**src/hw/rtl/wsd_pkg.sv**
```systemverilog
// ----------------------------------------------------------------------------
// wsd_pkg: shared types and constants for the frame deframer
// Item structs, phase encoding, opcodes and status codes.
// ----------------------------------------------------------------------------
package wsd_pkg;

  localparam int LENGTH_BITS_DEFAULT = 64;

  // Item entering the block: one received frame byte.
  typedef struct packed {
    logic [7:0] in_byte;
    logic       last_byte;
  } rx_item_t;

  // Item leaving the block.
  typedef struct packed {
    logic [7:0]  out_byte;
    logic        out_valid;
    logic        done_res;
    logic [2:0]  status;
    logic [63:0] frame_length;
  } res_item_t;

  // Parser phase, one-hot.
  typedef enum logic [6:0] {
    PH_HDR0  = 7'b000_0001,
    PH_HDR1  = 7'b000_0010,
    PH_EXT   = 7'b000_0100,
    PH_KEY   = 7'b000_1000,
    PH_PAY   = 7'b001_0000,
    PH_TRAIL = 7'b010_0000,
    PH_SKIP  = 7'b100_0000
  } phase_t;

  localparam logic [3:0] OP_TEXT   = 4'h1;
  localparam logic [3:0] OP_BINARY = 4'h2;
  localparam logic [3:0] OP_CLOSE  = 4'h8;

  localparam logic [6:0] LEN_EXT16 = 7'd126;
  localparam logic [6:0] LEN_EXT64 = 7'd127;

  localparam logic [3:0] EXT16_BYTES = 4'd2;
  localparam logic [3:0] EXT64_BYTES = 4'd8;

  localparam logic [2:0] ST_OK           = 3'd0;
  localparam logic [2:0] ST_CLOSE        = 3'd1;
  localparam logic [2:0] ST_BAD_OPCODE   = 3'd2;
  localparam logic [2:0] ST_TRUNCATED    = 3'd3;
  localparam logic [2:0] ST_LEN_MISMATCH = 3'd4;
  localparam logic [2:0] ST_NO_MASK      = 3'd5;

endpackage

```
**src/hw/rtl/websocket_frame_deframer.sv**
```systemverilog
// ----------------------------------------------------------------------------
// websocket_frame_deframer: receive-side frame parser and payload unmasker
// Parses header, length and masking key of one buffer per frame and emits
// the unmasked payload bytes, then a done item with length and status.
// ----------------------------------------------------------------------------
// Result items are registered: an accepted byte item's result goes to the output register.
// Throughput: one byte item per cycle while downstream does not stall; the single output register is
//   refilled in the same cycle that its item is taken.
// Reset: rst (synchronous) returns the parser to the first header byte and
//   empties the output register. The last byte of a buffer does the same
//   to the parser state.
module websocket_frame_deframer #(
  parameter int LENGTH_BITS = wsd_pkg::LENGTH_BITS_DEFAULT
) (
  input  logic               clk,
  input  logic               rst,
  input  logic               byte_valid,
  output logic               byte_stall,
  input  wsd_pkg::rx_item_t  byte_item,
  output logic               res_valid,
  input  logic               res_stall,
  output wsd_pkg::res_item_t res_item
);
  import wsd_pkg::*;

  localparam logic [LENGTH_BITS-1:0] LEN_MAX = {LENGTH_BITS{1'b1}};

  // Parser state.
  phase_t                 phase,           phase_next;
  logic [3:0]             header_index,    header_index_next;
  logic [3:0]             opcode_seen,     opcode_seen_next;
  logic                   mask_flag,       mask_flag_next;
  logic [LENGTH_BITS-1:0] declared_length, declared_length_next;
  logic [LENGTH_BITS-1:0] payload_count,   payload_count_next;
  logic [31:0]            key_bytes,       key_bytes_next;
  logic [1:0]             bytes_seen,      bytes_seen_next;

  logic                   byte_fire;
  logic                   emit;
  logic                   last;
  logic [7:0]             b;
  logic [7:0]             key_sel;
  logic [LENGTH_BITS-1:0] count_inc;
  logic [6:0]             len7;
  logic [2:0]             status_calc;
  res_item_t              result;

  // The output register parts the two sides: hold input only while a
  // finished item sits there and downstream stalls.
  assign byte_stall = res_valid & res_stall;
  assign byte_fire  = byte_valid & ~byte_stall;

  assign b    = byte_item.in_byte;
  assign last = byte_item.last_byte;
  assign len7 = b[6:0];

  // Key byte for the current payload index, first key byte first.
  always_comb begin
    case (payload_count[1:0])
      2'd0:    key_sel = key_bytes[31:24];
      2'd1:    key_sel = key_bytes[23:16];
      2'd2:    key_sel = key_bytes[15:8];
      default: key_sel = key_bytes[7:0];
    endcase
  end

  // Saturating payload counter increment.
  assign count_inc = (payload_count == LEN_MAX) ? payload_count
                                                : payload_count + LENGTH_BITS'(1);

  // Next state for one byte.
  always_comb begin
    phase_next           = phase;
    header_index_next    = header_index;
    opcode_seen_next     = opcode_seen;
    mask_flag_next       = mask_flag;
    declared_length_next = declared_length;
    payload_count_next   = payload_count;
    key_bytes_next       = key_bytes;
    bytes_seen_next      = bytes_seen;
    emit                 = 1'b0;

    unique case (phase) inside
      PH_HDR0: begin
        // Low nibble is the opcode; only text and binary frames carry on.
        opcode_seen_next = b[3:0];
        if (b[3:0] == OP_TEXT || b[3:0] == OP_BINARY) begin
          phase_next = PH_HDR1;
        end else begin
          phase_next = PH_SKIP;
        end
      end
      PH_HDR1: begin
        mask_flag_next       = b[7];
        declared_length_next = '0;
        if (len7 == LEN_EXT16) begin
          header_index_next = EXT16_BYTES;
          phase_next        = PH_EXT;
        end else if (len7 == LEN_EXT64) begin
          header_index_next = EXT64_BYTES;
          phase_next        = PH_EXT;
        end else begin
          declared_length_next = LENGTH_BITS'(len7);
          bytes_seen_next      = '0;
          phase_next           = PH_KEY;
        end
      end
      PH_EXT: begin
        // Shift in big-endian length bytes; saturate if the length overflows.
        if (declared_length[LENGTH_BITS-1 -: 8] != 8'd0) begin
          declared_length_next = LEN_MAX;
        end else begin
          declared_length_next = {declared_length[LENGTH_BITS-9:0], b};
        end
        header_index_next = header_index - 4'd1;
        if (header_index == 4'd1) begin
          bytes_seen_next = '0;
          phase_next      = PH_KEY;
        end
      end
      PH_KEY: begin
        key_bytes_next  = {key_bytes[23:0], b};
        bytes_seen_next = bytes_seen + 2'd1;
        if (bytes_seen == 2'd3) begin
          payload_count_next = '0;
          phase_next = (declared_length == '0) ? PH_TRAIL : PH_PAY;
        end
      end
      PH_PAY: begin
        emit               = 1'b1;
        payload_count_next = count_inc;
        if (count_inc >= declared_length) begin
          phase_next = PH_TRAIL;
        end
      end
      PH_TRAIL, PH_SKIP: begin
        // Drop bytes past the payload or of a rejected frame.
      end
      default: begin
        phase_next = PH_HDR0;
      end
    endcase
  end

  // Status for the buffer's last byte, in order of precedence.
  always_comb begin
    if (phase == PH_HDR0) begin
      status_calc = ST_TRUNCATED;
    end else if (opcode_seen_next == OP_CLOSE) begin
      status_calc = ST_CLOSE;
    end else if (opcode_seen_next != OP_TEXT && opcode_seen_next != OP_BINARY) begin
      status_calc = ST_BAD_OPCODE;
    end else if (phase_next == PH_EXT) begin
      status_calc = ST_TRUNCATED;
    end else if (phase_next == PH_KEY || phase_next == PH_PAY) begin
      status_calc = ST_LEN_MISMATCH;
    end else if (!mask_flag_next) begin
      status_calc = ST_NO_MASK;
    end else begin
      status_calc = ST_OK;
    end
  end

  // Assemble the result item.
  always_comb begin
    result.out_byte     = emit ? (b ^ key_sel) : 8'd0;
    result.out_valid    = emit;
    result.done_res     = last;
    result.status       = last ? status_calc : ST_OK;
    result.frame_length = '0;
    if (last && (phase_next == PH_KEY || phase_next == PH_PAY ||
                 phase_next == PH_TRAIL)) begin
      result.frame_length = 64'(declared_length_next);
    end
  end

  // Parser registers: advance on each accepted byte, clear at buffer end.
  always_ff @(posedge clk) begin
    if (rst || (byte_fire && last)) begin
      phase           <= PH_HDR0;
      header_index    <= '0;
      opcode_seen     <= '0;
      mask_flag       <= 1'b0;
      declared_length <= '0;
      payload_count   <= '0;
      key_bytes       <= '0;
      bytes_seen      <= '0;
    end else if (byte_fire) begin
      phase           <= phase_next;
      header_index    <= header_index_next;
      opcode_seen     <= opcode_seen_next;
      mask_flag       <= mask_flag_next;
      declared_length <= declared_length_next;
      payload_count   <= payload_count_next;
      key_bytes       <= key_bytes_next;
      bytes_seen      <= bytes_seen_next;
    end
  end

  // Output register: load a result when one is due, drop it once taken.
  always_ff @(posedge clk) begin
    if (rst) begin
      res_valid <= 1'b0;
    end else if (byte_fire) begin
      res_valid <= emit | last;
    end else if (!res_stall) begin
      res_valid <= 1'b0;
    end
  end

  always_ff @(posedge clk) begin
    if (byte_fire) begin
      res_item <= result;
    end
  end

endmodule

```
**config.mk**
```make
export PLATFORM = sky130hd
export DESIGN_NAME = websocket_frame_deframer
export DESIGN_NICKNAME = d
export VERILOG_FILES = /design/src/hw/rtl/wsd_pkg.sv /design/src/hw/rtl/websocket_frame_deframer.sv
export SDC_FILE = /design/constraint.sdc
export NUM_CORES = 1
export LEC_CHECK = 0
export BUFFER_PORTS_ARGS = -buffer_cell sky130_fd_sc_hd__buf_4
export CAP_MARGIN = 20
export CORE_MARGIN = 2
export CORE_UTILIZATION = 40
export CTS_BUF_LIST = sky130_fd_sc_hd__clkbuf_8 sky130_fd_sc_hd__clkbuf_16
export DETAILED_ROUTE_END_ITERATION = 16
export PLACE_DENSITY = 0.58
export SLEW_MARGIN = 20
export SYNTH_ARGS = -nofsm -noshare
export SYNTH_HDL_FRONTEND = slang
export SYNTH_SLANG_ARGS = --single-unit
```
**constraint.sdc**
```tcl
create_clock -name clk -period 9.1 [get_ports clk]
set_input_delay 2.275 -clock clk [delete_from_list [all_inputs] [get_ports clk]]
set_output_delay 2.275 -clock clk [all_outputs]
set_load 0.03 [all_outputs]
```
==> Flow_metrics.wiki <==
{| class="wikitable"
! Metric !! Value
|-
| Result of the run || finished, final reports clean
|-
| Setup repair after global routing missed its margin || false
|-
| Clock period minus worst slack || 5.086 ns
|-
| Count of hold buffers inserted by post-cts repair || 0
|-
| Clock sinks || 256
|-
| Via count || 12,690
|-
| Relative slew slack || 0.2770
|-
| Area of the core || 34,540 µm²
|-
| Vias per inst || 5.729
|-
| Syn. warnings || 0
|-
| Element type at the critical path end || register
|-
| NetSw || 0.6113 mW
|-
| Gate power share || 0.062
|-
| Antenna-violating nets left || 0
|-
| Fraction of final layout cells sized beyond drive strength 1 || 0.1006
|-
| Max H-tree Level || 1
|-
| Slew at the pin closest to its max-slew limit || 1.084 ns
|-
| Post-synth ARST share || 0
|-
| Clock transition time at the flip-flop clock pins of the worst setup and hold paths || 0.06 ns
|-
| Number of instances resized during post-cts repair || 0
|-
| Distinct cells, synth || 71
|-
| First-pass GRT wire length || 63.29 mm
|-
| Avg Cell Area, Syn || 8.151 µm²
|-
| Final-report hold violation count || 0
|-
| Overall die area || 36,650 µm²
|-
| Leftover overflow at the end of global routing || 0
|-
| Commonest cells after routing, fill and taps aside || sky130_fd_sc_hd__nand2_1 (234), sky130_fd_sc_hd__a21oi_1 (227), sky130_fd_sc_hd__dfxtp_1 (179)
|-
| Fillcell total || 3,397
|-
| Root Driver || sky130_fd_sc_hd__clkbuf_16
|-
| Largest net degree at the start of global routing || 89
|-
| Total area of multi-input combinational cells || 7431 µm²
|-
| TritonCTS clock tree || done
|-
| Pleak || 5.585 nW
|-
| Die Y-Extent || 191.4 µm
|-
| Area occupied by registers || 5896 µm²
|-
| Number of flops mapped to enable cells by yosys || 77
|-
| NumNets Final || 1,822
|-
| Share of the clock period used by the worst path after layout || 0.5589
|-
| Number of buffers created by CTS || 28
|-
| Critical path fanouts, max || 20
|-
| Half-perimeter wire length of the detailed placement result || 27.73 mm
|-
| Clock latency reported for the late side of the worst-skew pair || 0.56 ns
|-
| Worst voltage drop across the vdd grid || 108.5 µV
|-
| Arr. time, crit path || 5.40 ns
|-
| Total wire length after detailed routing || 40.37 mm
|-
| Clock power share || 0.467
|-
| Setup WS pre-CTS || 3.642 ns
|-
| X dimension of the die || 191.4 µm
|-
| Flip-flop and latch count after synthesis || 256
|-
| Input/output buffers || 91
|-
| Routed length per instance || 18.23 µm
|-
| Cell Area, Synth || 14,050 µm²
|-
| Commonest non-fill, non-tap cell in the layout || sky130_fd_sc_hd__nand2_1
|-
| Max frequency || 196.6 MHz
|-
| Worst hold path type || register to register
|-
| Syn nets || 1,808
|-
| Sum of internal, switching and leakage power || 2.555 mW
|-
| Iteration-0 DRC Markers || 1,169
|-
| Antenna violations before repair || 0
|-
| Signed area change from the synthesized netlist to the final layout || 13.45%
|-
| Number of top-level design ports || 92
|-
| First drt pass iteration count || 6
|-
| # setup viols final || 0
|-
| Cell count after synthesis || 1,724
|-
| Net switching fraction of the power || 0.2392
|-
| Critical Setup Path Class || register to register
|-
| Number of max-slew violations in the final report || 0
|-
| Max-Cap Viols || 0
|-
| Internal Pwr Total || 1.944 mW
|-
| Drc violations || 0
|-
| Setup tns final || 0 ns
|-
| Gpl congestion || 0.8514
|-
| PnR worst setup slack || 4.014 ns
|-
| Proportion of synthesized chip area in sequential cells || 0.4196
|-
| Req. time, crit path || 9.41 ns
|-
| Number of global-route vias before repair || 11,100
|-
| Seq pwr share || 0.471
|-
| Global-route total usage across every layer || 0.2166
|-
| Pwr dens || 160.3 nW/µm²
|-
| Leading register cell type out of synthesis || sky130_fd_sc_hd__dfxtp_1
|-
| Skew final || 0.02275 ns
|-
| Launching element type of the critical path || register
|-
| Diode count || 0
|-
| Post-CTS Setup Repair Bufs || 0
|-
| Num rows || 68
|-
| Starting density of the core || 0.4068
|-
| Longest Clk Path Bufs || 3
|}
==> per-stage QoR <==
step,util,hold slack [ns],area [µm²],instances
after detailed placement,0.4333,0.4387,14970,2163
after floorplan,-,0.4122,14050,1724
after global placement,0.4333,0.4231,14970,2163
final,0.4615,0.4456,15940,2215
after CTS,0.4613,0.4491,15930,2215
after global routing,0.4615,0.4710,15940,2215
==> synth_stat cells, drive strengths merged (13+ instances only) <==
library cell  number  area [µm²]
o21ai            137       685.7
nor2             176       660.6
a21oi            228        1145
a31oi             57       356.6
inv               75       281.5
nand2            236       885.9
nor3              17       95.09
a21o              13       97.59
xor2              21       183.9
xnor2             54       473.0
o31ai             18       135.1
and4              16       140.1
nand3             44       225.2
dfxtp            179        3583
nor4              27       181.4
clkbuf            83       312.8
buf               39       192.7
nand4             33       206.5
edfxtp            77        2312
and3              15       93.84
ha                71       888.4
==> cells by family (layout without fill, tap and decap cells) <==
kind of cell / after synthesis / count (layout) / synth area share
AND/OR/NAND/NOR: 608 / 608 / 0.2010
AO/OA/AOI/OAI: 515 / 515 / 0.2119
flip-flops: 256 / 256 / 0.4196
buffers and inverters: 197 / 233 / 0.05601
XOR/XNOR: 75 / 75 / 0.04675
adder cells (fa/ha/maj): 71 / 71 / 0.06322
multiplexers: 2 / 2 / 0.001603
==> critical path: stages, from the launching register on <==
cell	delay (ns)
sky130_fd_sc_hd__dfxtp_1	0.49
sky130_fd_sc_hd__ha_1	0.61
sky130_fd_sc_hd__nand3_1	0.17
sky130_fd_sc_hd__nor2_1	0.12
sky130_fd_sc_hd__and4b_1	0.34
sky130_fd_sc_hd__a211oi_1	0.11
sky130_fd_sc_hd__buf_4	0.21
sky130_fd_sc_hd__nand2b_1	0.28
sky130_fd_sc_hd__nor2_1	0.09
sky130_fd_sc_hd__xor2_1	0.16
sky130_fd_sc_hd__ha_1	0.31
sky130_fd_sc_hd__a21oi_1	0.13
sky130_fd_sc_hd__o21ai_0	0.14
sky130_fd_sc_hd__a221o_1	0.37
sky130_fd_sc_hd__a2111oi_0	0.58
sky130_fd_sc_hd__o211a_1	0.32
sky130_fd_sc_hd__nand3_1	0.16
sky130_fd_sc_hd__a31o_2	0.24
==> state kept, by name, summed over array words and instances (netlist names) <==
register	cells
opcode_seen	4
res_item	77
bytes_seen	2
key_bytes	32
phase	7
header_index	4
declared_length	64
res_valid	1
mask_flag	1
payload_count	64
==> power groups by stage <==
stage	registers (mW)	clock network (mW)	logic [mW]
3_5_place_dp	1.23	0	0.158
2_1_floorplan	1.26	0	0.0685
5_1_grt	1.21	1.26	0.169
6_report	1.20	1.19	0.158
4_1_cts	1.20	1.22	0.158
3_3_place_gp	1.23	0	0.157
==> worst paths after layout <==
kind / startpoint / to / cells after the start / slack (ns)
min reg2reg: payload_count[53] / payload_count[53] / 1 / 0.45
max reg2reg: payload_count[0] / res_item[64] / 17 / 4.01
min: payload_count[53] / payload_count[53] / 1 / 0.45
max: payload_count[0] / res_item[64] / 17 / 4.01
==> area by class of cell <==
| cell class | count | area share |
|---|---|---|
| Sequential cell | 256 | 0.3698 |
| Multi-Input combinational cell | 1271 | 0.4661 |
| Inverter | 75 | 0.01782 |
| Timing Repair Buffer | 106 | 0.04991 |
| Clock inverter | 24 | 0.01672 |
| Tap cell | 455 | 0.03571 |
| Clock buffer | 28 | 0.04395 |
==> per-layer routing <==
layer | global-route usage | vias up | share of wire | wire length (µm)
met3 | 0.02497 | 49 | 0.063 | 2537
met1 | 0.3292 | 6021 | 0.48 | 19320
met5 | 0 | - | 0 | 0
met4 | 0.05473 | 0 | 0.022 | 882
met2 | 0.3231 | 444 | 0.44 | 17630
li1 | - | 6176 | - | -
(Power assumes the default switching activity.)
